[src/rtl/ckd_pkg.sv]
// ----------------------------------------------------------------------------
// ckd_pkg
// Shared types and constants for the console key sequence decoder: parse
// phases, character codes, key ids and the decoder result record.
// ----------------------------------------------------------------------------
`default_nettype none

package ckd_pkg;

    // Number of function keys (F1-F10, SF1-SF10); fits the 5-bit number
    localparam int unsigned FUNC_KEY_COUNT = 20;
    localparam int unsigned NUM_W          = 5;

    // Configuration register indexes
    localparam logic CFG_EXT_KEYS = 1'b0;
    localparam logic CFG_MENU_KEY = 1'b1;

    // Key kind codes
    localparam logic KIND_PLAIN   = 1'b0;
    localparam logic KIND_SPECIAL = 1'b1;

    // Character codes
    localparam logic [7:0] CH_INTRO = 8'h9B;
    localparam logic [7:0] CH_TILDE = 8'h7E;
    localparam logic [7:0] CH_QUEST = 8'h3F;
    localparam logic [7:0] CH_AT    = 8'h40;
    localparam logic [7:0] CH_SPACE = 8'h20;
    localparam logic [7:0] CH_0     = 8'h30;
    localparam logic [7:0] CH_9     = 8'h39;
    localparam logic [7:0] CH_A     = 8'h41;
    localparam logic [7:0] CH_B     = 8'h42;
    localparam logic [7:0] CH_C     = 8'h43;
    localparam logic [7:0] CH_D     = 8'h44;
    localparam logic [7:0] CH_M     = 8'h4D;
    localparam logic [7:0] CH_S     = 8'h53;
    localparam logic [7:0] CH_T     = 8'h54;

    // Special key ids (function keys take 0 .. FUNC_KEY_COUNT-1)
    localparam logic [7:0] KEY_UP     = 8'd20;
    localparam logic [7:0] KEY_DOWN   = 8'd21;
    localparam logic [7:0] KEY_RIGHT  = 8'd22;
    localparam logic [7:0] KEY_LEFT   = 8'd23;
    localparam logic [7:0] KEY_SUP    = 8'd24;
    localparam logic [7:0] KEY_SDOWN  = 8'd25;
    localparam logic [7:0] KEY_SLEFT  = 8'd26;
    localparam logic [7:0] KEY_SRIGHT = 8'd27;
    localparam logic [7:0] KEY_HELP   = 8'd28;
    localparam logic [7:0] KEY_MENU   = 8'd29;

    // Parse phases
    typedef enum logic [2:0] {
        PH_IDLE   = 3'd0,
        PH_CSI    = 3'd1,
        PH_SPACE  = 3'd2,
        PH_NUMBER = 3'd3,
        PH_HELP   = 3'd4,
        PH_MENU   = 3'd5
    } t_phase;

    // One decoded key
    typedef struct packed {
        logic       kind;
        logic [7:0] value;
    } t_key;

    // Decoder outcome for one byte
    typedef struct packed {
        logic emit;
        t_key key;
    } t_dec_result;

    // Configuration bits seen by the decoder
    typedef struct packed {
        logic ext_keys;
        logic menu_key;
    } t_cfg;

endpackage

`default_nettype wire

[src/rtl/ckd_decode.sv]
// ----------------------------------------------------------------------------
// ckd_decode
// Parse state (phase and function number) plus the combinational decision
// for one byte: next state and an optional key.
// ----------------------------------------------------------------------------
`default_nettype none

module ckd_decode (
    input  wire                  i_clk,
    input  wire                  i_rst_n,
    input  wire                  i_fire,
    input  wire [7:0]            i_byte,
    input  ckd_pkg::t_cfg        i_cfg,
    output ckd_pkg::t_dec_result o_result
);
    import ckd_pkg::*;

    t_phase             r_phase, n_phase;
    logic [NUM_W-1:0]   r_number, n_number;
    logic               is_digit;
    logic [3:0]         digit_val;
    logic [7:0]         acc_base;
    logic [8:0]         acc_sum;
    logic [NUM_W-1:0]   acc_sat;
    t_dec_result        res;

    // Digit detect and value
    assign is_digit  = (i_byte >= CH_0) && (i_byte <= CH_9);
    assign digit_val = i_byte[3:0];

    // number * 10 + digit, saturated at the table size
    assign acc_base = (r_phase == PH_NUMBER) ? {3'd0, r_number} : 8'd0;
    assign acc_sum  = {acc_base[5:0], 3'b000} + {acc_base, 1'b0}
                    + {5'd0, digit_val};
    assign acc_sat  = (acc_sum >= 9'(FUNC_KEY_COUNT)) ? NUM_W'(FUNC_KEY_COUNT)
                                                      : acc_sum[NUM_W-1:0];

    // Next phase and key
    always_comb begin
        n_phase          = PH_IDLE;
        n_number         = r_number;
        res.emit         = 1'b0;
        res.key.kind     = KIND_SPECIAL;
        res.key.value    = i_byte;
        unique case (r_phase)
            PH_CSI: begin
                if (i_byte == CH_M && i_cfg.menu_key) begin
                    n_phase = PH_MENU;
                end else if (i_cfg.ext_keys) begin
                    unique case (i_byte)
                        CH_QUEST: n_phase = PH_HELP;
                        CH_A: begin
                            res.emit = 1'b1;
                            res.key.value = KEY_UP;
                        end
                        CH_B: begin
                            res.emit = 1'b1;
                            res.key.value = KEY_DOWN;
                        end
                        CH_C: begin
                            res.emit = 1'b1;
                            res.key.value = KEY_RIGHT;
                        end
                        CH_D: begin
                            res.emit = 1'b1;
                            res.key.value = KEY_LEFT;
                        end
                        CH_T: begin
                            res.emit = 1'b1;
                            res.key.value = KEY_SUP;
                        end
                        CH_S: begin
                            res.emit = 1'b1;
                            res.key.value = KEY_SDOWN;
                        end
                        CH_SPACE: n_phase = PH_SPACE;
                        default: begin
                            if (is_digit) begin
                                n_number = acc_sat;
                                n_phase  = PH_NUMBER;
                            end
                        end
                    endcase
                end
            end
            PH_SPACE: begin
                if (i_byte == CH_A) begin
                    res.emit = 1'b1;
                    res.key.value = KEY_SLEFT;
                end else if (i_byte == CH_AT) begin
                    res.emit = 1'b1;
                    res.key.value = KEY_SRIGHT;
                end
            end
            PH_NUMBER: begin
                if (is_digit) begin
                    n_number = acc_sat;
                    n_phase  = PH_NUMBER;
                end else if (i_byte == CH_TILDE &&
                             r_number < NUM_W'(FUNC_KEY_COUNT)) begin
                    res.emit = 1'b1;
                    res.key.value = {{(8-NUM_W){1'b0}}, r_number};
                end
            end
            PH_HELP: begin
                res.emit = 1'b1;
                res.key.value = KEY_HELP;
            end
            PH_MENU: begin
                res.emit = 1'b1;
                res.key.value = KEY_MENU;
            end
            default: begin
                // idle: introducer opens a sequence, anything else passes
                if (i_byte == CH_INTRO) begin
                    n_phase = PH_CSI;
                end else begin
                    res.emit = 1'b1;
                    res.key.kind = KIND_PLAIN;
                end
            end
        endcase
    end

    assign o_result = res;

    // Parse state register
    always_ff @(posedge i_clk) begin
        if (!i_rst_n) begin
            r_phase  <= PH_IDLE;
            r_number <= '0;
        end else if (i_fire) begin
            r_phase  <= n_phase;
            r_number <= n_number;
        end
    end

endmodule

`default_nettype wire

[src/rtl/console_key_sequence_decoder.sv]
// ----------------------------------------------------------------------------
// console_key_sequence_decoder
// Console byte stream to key decoder: plain bytes pass through, introducer
// sequences become arrow, shift-arrow, help, menu and function keys.
// ----------------------------------------------------------------------------
// Path: input register, then decode into the result register.
// Throughput: one byte per cycle while the output is not stalled; the parse
//   state loop closes through the parse state register in ckd_decode.
// Reset (synchronous, active low): parser idle, number cleared, both enable
//   registers set, pipeline empty.
`default_nettype none

module console_key_sequence_decoder (
    input  wire       i_clk,
    input  wire       i_rst_n,
    // configuration
    input  wire       i_cfg_we,
    input  wire       i_cfg_index,
    input  wire       i_cfg_wdata,
    // byte input
    input  wire       i_in_valid,
    output logic      o_in_stall,
    input  wire [7:0] i_rx_byte,
    // key output
    output logic      o_out_valid,
    input  wire       i_out_stall,
    output logic      o_key_kind,
    output logic [7:0] o_key_value
);
    import ckd_pkg::*;

    t_cfg        r_cfg;
    logic        r_in_valid;
    logic [7:0]  r_in_byte;
    logic        r_out_valid;
    t_key        r_out_key;
    logic        out_free;
    logic        fire;
    t_dec_result dec;

    // Stage handshake
    assign out_free   = !r_out_valid || !i_out_stall;
    assign fire       = r_in_valid && out_free;
    assign o_in_stall = r_in_valid && !fire;

    // Configuration registers
    always_ff @(posedge i_clk) begin
        if (!i_rst_n) begin
            r_cfg.ext_keys <= 1'b1;
            r_cfg.menu_key <= 1'b1;
        end else if (i_cfg_we) begin
            case (i_cfg_index)
                CFG_EXT_KEYS: r_cfg.ext_keys <= i_cfg_wdata;
                CFG_MENU_KEY: r_cfg.menu_key <= i_cfg_wdata;
                default:      r_cfg          <= r_cfg;
            endcase
        end
    end

    // Input register
    always_ff @(posedge i_clk) begin
        if (!i_rst_n) begin
            r_in_valid <= 1'b0;
        end else if (!o_in_stall) begin
            r_in_valid <= i_in_valid;
        end
    end

    always_ff @(posedge i_clk) begin
        if (i_in_valid && !o_in_stall) begin
            r_in_byte <= i_rx_byte;
        end
    end

    // Parser
    ckd_decode u_decode (
        .i_clk    (i_clk),
        .i_rst_n  (i_rst_n),
        .i_fire   (fire),
        .i_byte   (r_in_byte),
        .i_cfg    (r_cfg),
        .o_result (dec)
    );

    // Result register
    always_ff @(posedge i_clk) begin
        if (!i_rst_n) begin
            r_out_valid <= 1'b0;
        end else if (out_free) begin
            r_out_valid <= fire && dec.emit;
        end
    end

    always_ff @(posedge i_clk) begin
        if (fire && dec.emit) begin
            r_out_key <= dec.key;
        end
    end

    assign o_out_valid = r_out_valid;
    assign o_key_kind  = r_out_key.kind;
    assign o_key_value = r_out_key.value;

endmodule

`default_nettype wire
[config.mk]
export PLATFORM = sky130hd
export DESIGN_NAME = console_key_sequence_decoder
export DESIGN_NICKNAME = d
export VERILOG_FILES = /design/src/rtl/ckd_pkg.sv /design/src/rtl/ckd_decode.sv /design/src/rtl/console_key_sequence_decoder.sv
export SDC_FILE = /design/constraint.sdc
export NUM_CORES = 1
export LEC_CHECK = 0
export ABC_AREA = 0
export BUFFER_PORTS_ARGS = -buffer_cell sky130_fd_sc_hd__buf_2
export CAP_MARGIN = 20
export CORE_ASPECT_RATIO = 2
export CORE_MARGIN = 2
export CORE_UTILIZATION = 57
export CTS_CLUSTER_DIAMETER = 30
export CTS_CLUSTER_SIZE = 14
export DETAILED_ROUTE_END_ITERATION = 10
export PLACE_DENSITY = 0.76
export SLEW_MARGIN = 20
export SYNTH_ARGS = -nofsm -noshare
export SYNTH_HDL_FRONTEND = slang
export SYNTH_SLANG_ARGS = --single-unit
[constraint.sdc]
create_clock -name i_clk -period 3.2 [get_ports i_clk]
set_clock_uncertainty 0.2 [all_clocks]
set_input_delay 0.32 -clock i_clk [delete_from_list [all_inputs] [get_ports i_clk]]
set_output_delay 0.32 -clock i_clk [all_outputs]
set_load 0.005 [all_outputs]
==> impl_metrics.yaml <==
status:
  outcome: "completed"
timing:
  period_minus_slack_ns: 2.97
  setup_tns_ns: 0
  finalMaxSlewViolations: 0
  hold_viol_final: 0
  rsz0062_at_grt: "no"
  fin_crit_sh_pct: 92.8
  worstMarginPinSlew_ns: 0.638
  slew_headroom_pct: 57.4
  fmax_mhz: 337
  worst_slack_ns: 0.231
  finalSetupViolCount: 0
drt:
  finalWirelength_mm: 5.04
  first_pass_iters: 4
  drtIter0Drc: 44
  wire_per_inst_um: 19.2
  num_vias: 1706
  vias_per_cell: 6.49
  ant_nets: 0
  drc: 0
critical_path:
  required_ns: 3.19
  cp_cell_sequence: "and3b_1 -> nand2_1 -> xnor2_1 -> ha_1 -> a31o_2 -> ha_1 -> or4_1 -> nor2_1 -> nand4_2 -> o32ai_1"
  cp_common_cell: "ha_1"
  cp_num_buf_inv: 0
  arrival_ns: 2.95
  crit_path_top_delay_cell: "or4_1"
  crit_type: "register to register"
  crit_family: "simple AND/OR/NAND/NOR gates"
  start_kind: "register"
  critical_path.max_fanout: 7
  critical_path.max_stage_delay_ns: 0.51
  end_kind: "register"
power_and_ir_drop:
  p_seq_share_pct: 52.8
  total_leakage_power_nw: 0.856
  power.switching_mw: 0.214
  powerDensity_nw_per_um2: 374
  p_int_mw: 0.604
  pwr-share-comb_pct: 11.6
  clkPwrFrac_pct: 35.6
  ir_drop_uv: 366
  switching_share_pct: 26.1
logic_synthesis:
  muxShareOfSynthArea_pct: 0.583
  syn_nets: 225
  synth_top_family_by_area: "simple AND/OR/NAND/NOR gates"
  ys_warn_count: 0
  yosysSeqAreaShare_pct: 38.9
  synth.avg_cell_area_sq_um: 9.70
  syn-cell-area_sq_um: 1930
  synth_edf_count: 17
  yosys.area_share.adder_pct: 7.52
  ys_ff_latch: 29
  ys.flop_type: "edfxtp_1"
  synth-xor-area-share_pct: 2.27
  synthSimpleGateAreaFrac_pct: 26.6
  async_flop_share_pct: 0
  synthCells: 199
  synth_compound_area_share_pct: 19.4
  synth.distinct_cells: 60
cells_and_area:
  fillers: 258
  final_core_util_pct: 68.5
  num_antenna_cells: 0
  final_area_sq_um: 2190
  drive_gt1_share_pct: 20.7
  area_growth_pct: 13.4
  final_nets: 257
hold_path:
  hold_class: "input port to register"
clock_tree:
  clock_latency_ns: 0.29
  cts_max_level: 2
  cts-buffers-inserted: 5
  cts_root_buf: "clkbuf_8"
  cts_resized: 0
  clockBufferDepth: 2
  cts_tree: "yes"
  clk_pin_slew_worst_paths_ns: 0.07
  cts.sinks: 29
place:
  port_buffers: 25
  place.detailed.hpwl_mm: 4.01
  placed_area_sq_um: 2100
  dp_slack_ns: 0.271
  gp_congestion: 0.921
die:
  initial_core_util_pct: 60.5
  core_area_sq_um: 3190
  num_rows: 29
  die_h_um: 86.3
  die_area_sq_um: 3900
  die_w_um: 45.2
  io_pins: 26
global_route:
  grt_pass1_vias: 1701
  antenna_found_initial: 0
  grt_pass1_wl_mm: 8.21
  grt_use_total_pct: 29.6
  grt_overflow_total: 0
  grt_start_max_net_pins: 15
run:
  maxCapViolations: 0
[cells by family after synthesis]
family	count (synthesis)
compound gates	49
simple gates	85
mux	1
xor+xnor	5
fa+ha+maj	11
buf+inv	19
flops	29
[layout make-up]
cell class	count	area, sq um	area share, %
Timing Repair Buffer	33	188	8.58
Tap cell	31	38.8	1.77
Multi-Input combinational cell	151	1090	49.8
Inverter	11	41.3	1.89
Clock buffer	7	76.3	3.49
Sequential cell	29	751	34.3
Clock inverter	1	3.75	0.172
[flip-flops by register name, indices dropped and copies added, names as in the netlist]
name	count
r_in_byte	8
o_key_value	8
o_key_kind	1
r_cfg	2
o_out_valid	1
r_in_valid	1
u_decode.r_phase	3
u_decode.r_number	5
[synthesized netlist by cell type (all sizes together) (2+ instances only)]
master | n | share of area [%]
nor3 | 4 | 1.3
xnor2 | 4 | 1.8
o221ai | 2 | 0.91
o21ai | 12 | 3.1
a22oi | 2 | 0.78
nand2b | 3 | 1.4
and2 | 5 | 1.6
buf | 6 | 2.1
clkbuf | 2 | 0.39
nor2 | 16 | 3.5
nand3 | 4 | 1.0
nor4 | 3 | 0.97
nand2 | 18 | 3.5
nand3b | 2 | 0.78
nor2b | 10 | 3.2
inv | 11 | 2.1
a21oi | 7 | 1.8
o21a | 3 | 1.2
nand4 | 6 | 3.0
dfxtp | 12 | 12
o32ai | 5 | 2.3
a221oi | 2 | 1.2
edfxtp | 17 | 26
and3 | 6 | 1.9
a31oi | 2 | 0.65
ha | 10 | 6.5
o221a | 2 | 1.2
[per-layer routing]
metal	global-route usage [%]	routed length [um]	vias up
met1	29.6	1740	806
met4	19.0	271	0
met2	52.3	2840	65
met3	5.42	191	19
li1	-	-	816
met5	0	0	-
[metrics by stage]
step,instances,power (mW),hold slack [ns]
global placement,254,0.530,0.267
CTS,262,0.821,0.00272
floorplan,199,0.496,0.219
finish,263,0.818,0.00395
detailed placement,254,0.533,0.274
global route,263,0.851,0.00204
[power by group through the flow]
stage	registers, mW	logic, mW	clock network [mW]
after floorplan	0.431	0.0654	0
after global placement	0.439	0.0906	0
after detailed placement	0.440	0.0937	0
after CTS	0.432	0.0939	0.295
after global routing	0.434	0.105	0.312
final	0.432	0.0949	0.291
[cell usage in the layout, fill, tap and decap left out, drive strengths merged, types with 6 or more instances in the layout]
master / netlist / final
a21oi: 7 / 7
and3: 6 / 6
buf: 6 / 32
clkbuf: 2 / 7
dfxtp: 12 / 12
edfxtp: 17 / 17
ha: 10 / 10
inv: 11 / 11
nand2: 18 / 18
nand4: 6 / 6
nor2: 16 / 16
nor2b: 10 / 10
o21ai: 12 / 12
[final timing paths]
kind	startpoint	end	slack, ns	cells past startpoint
min	i_rx_byte[5]	r_in_byte[5]	0.004	1
min reg2reg	r_cfg[0]	r_cfg[0]	0.28	2
max reg2reg	u_decode.r_phase[0]	u_decode.r_number[1]	0.23	10
max	u_decode.r_phase[0]	u_decode.r_number[1]	0.23	10
[repair_timing]
item                                   CTS  global route
setup buffers                            0             0
endpoints found under the hold margin    0             1
hold buffers                             0             1
(Power assumes the default switching activity.)
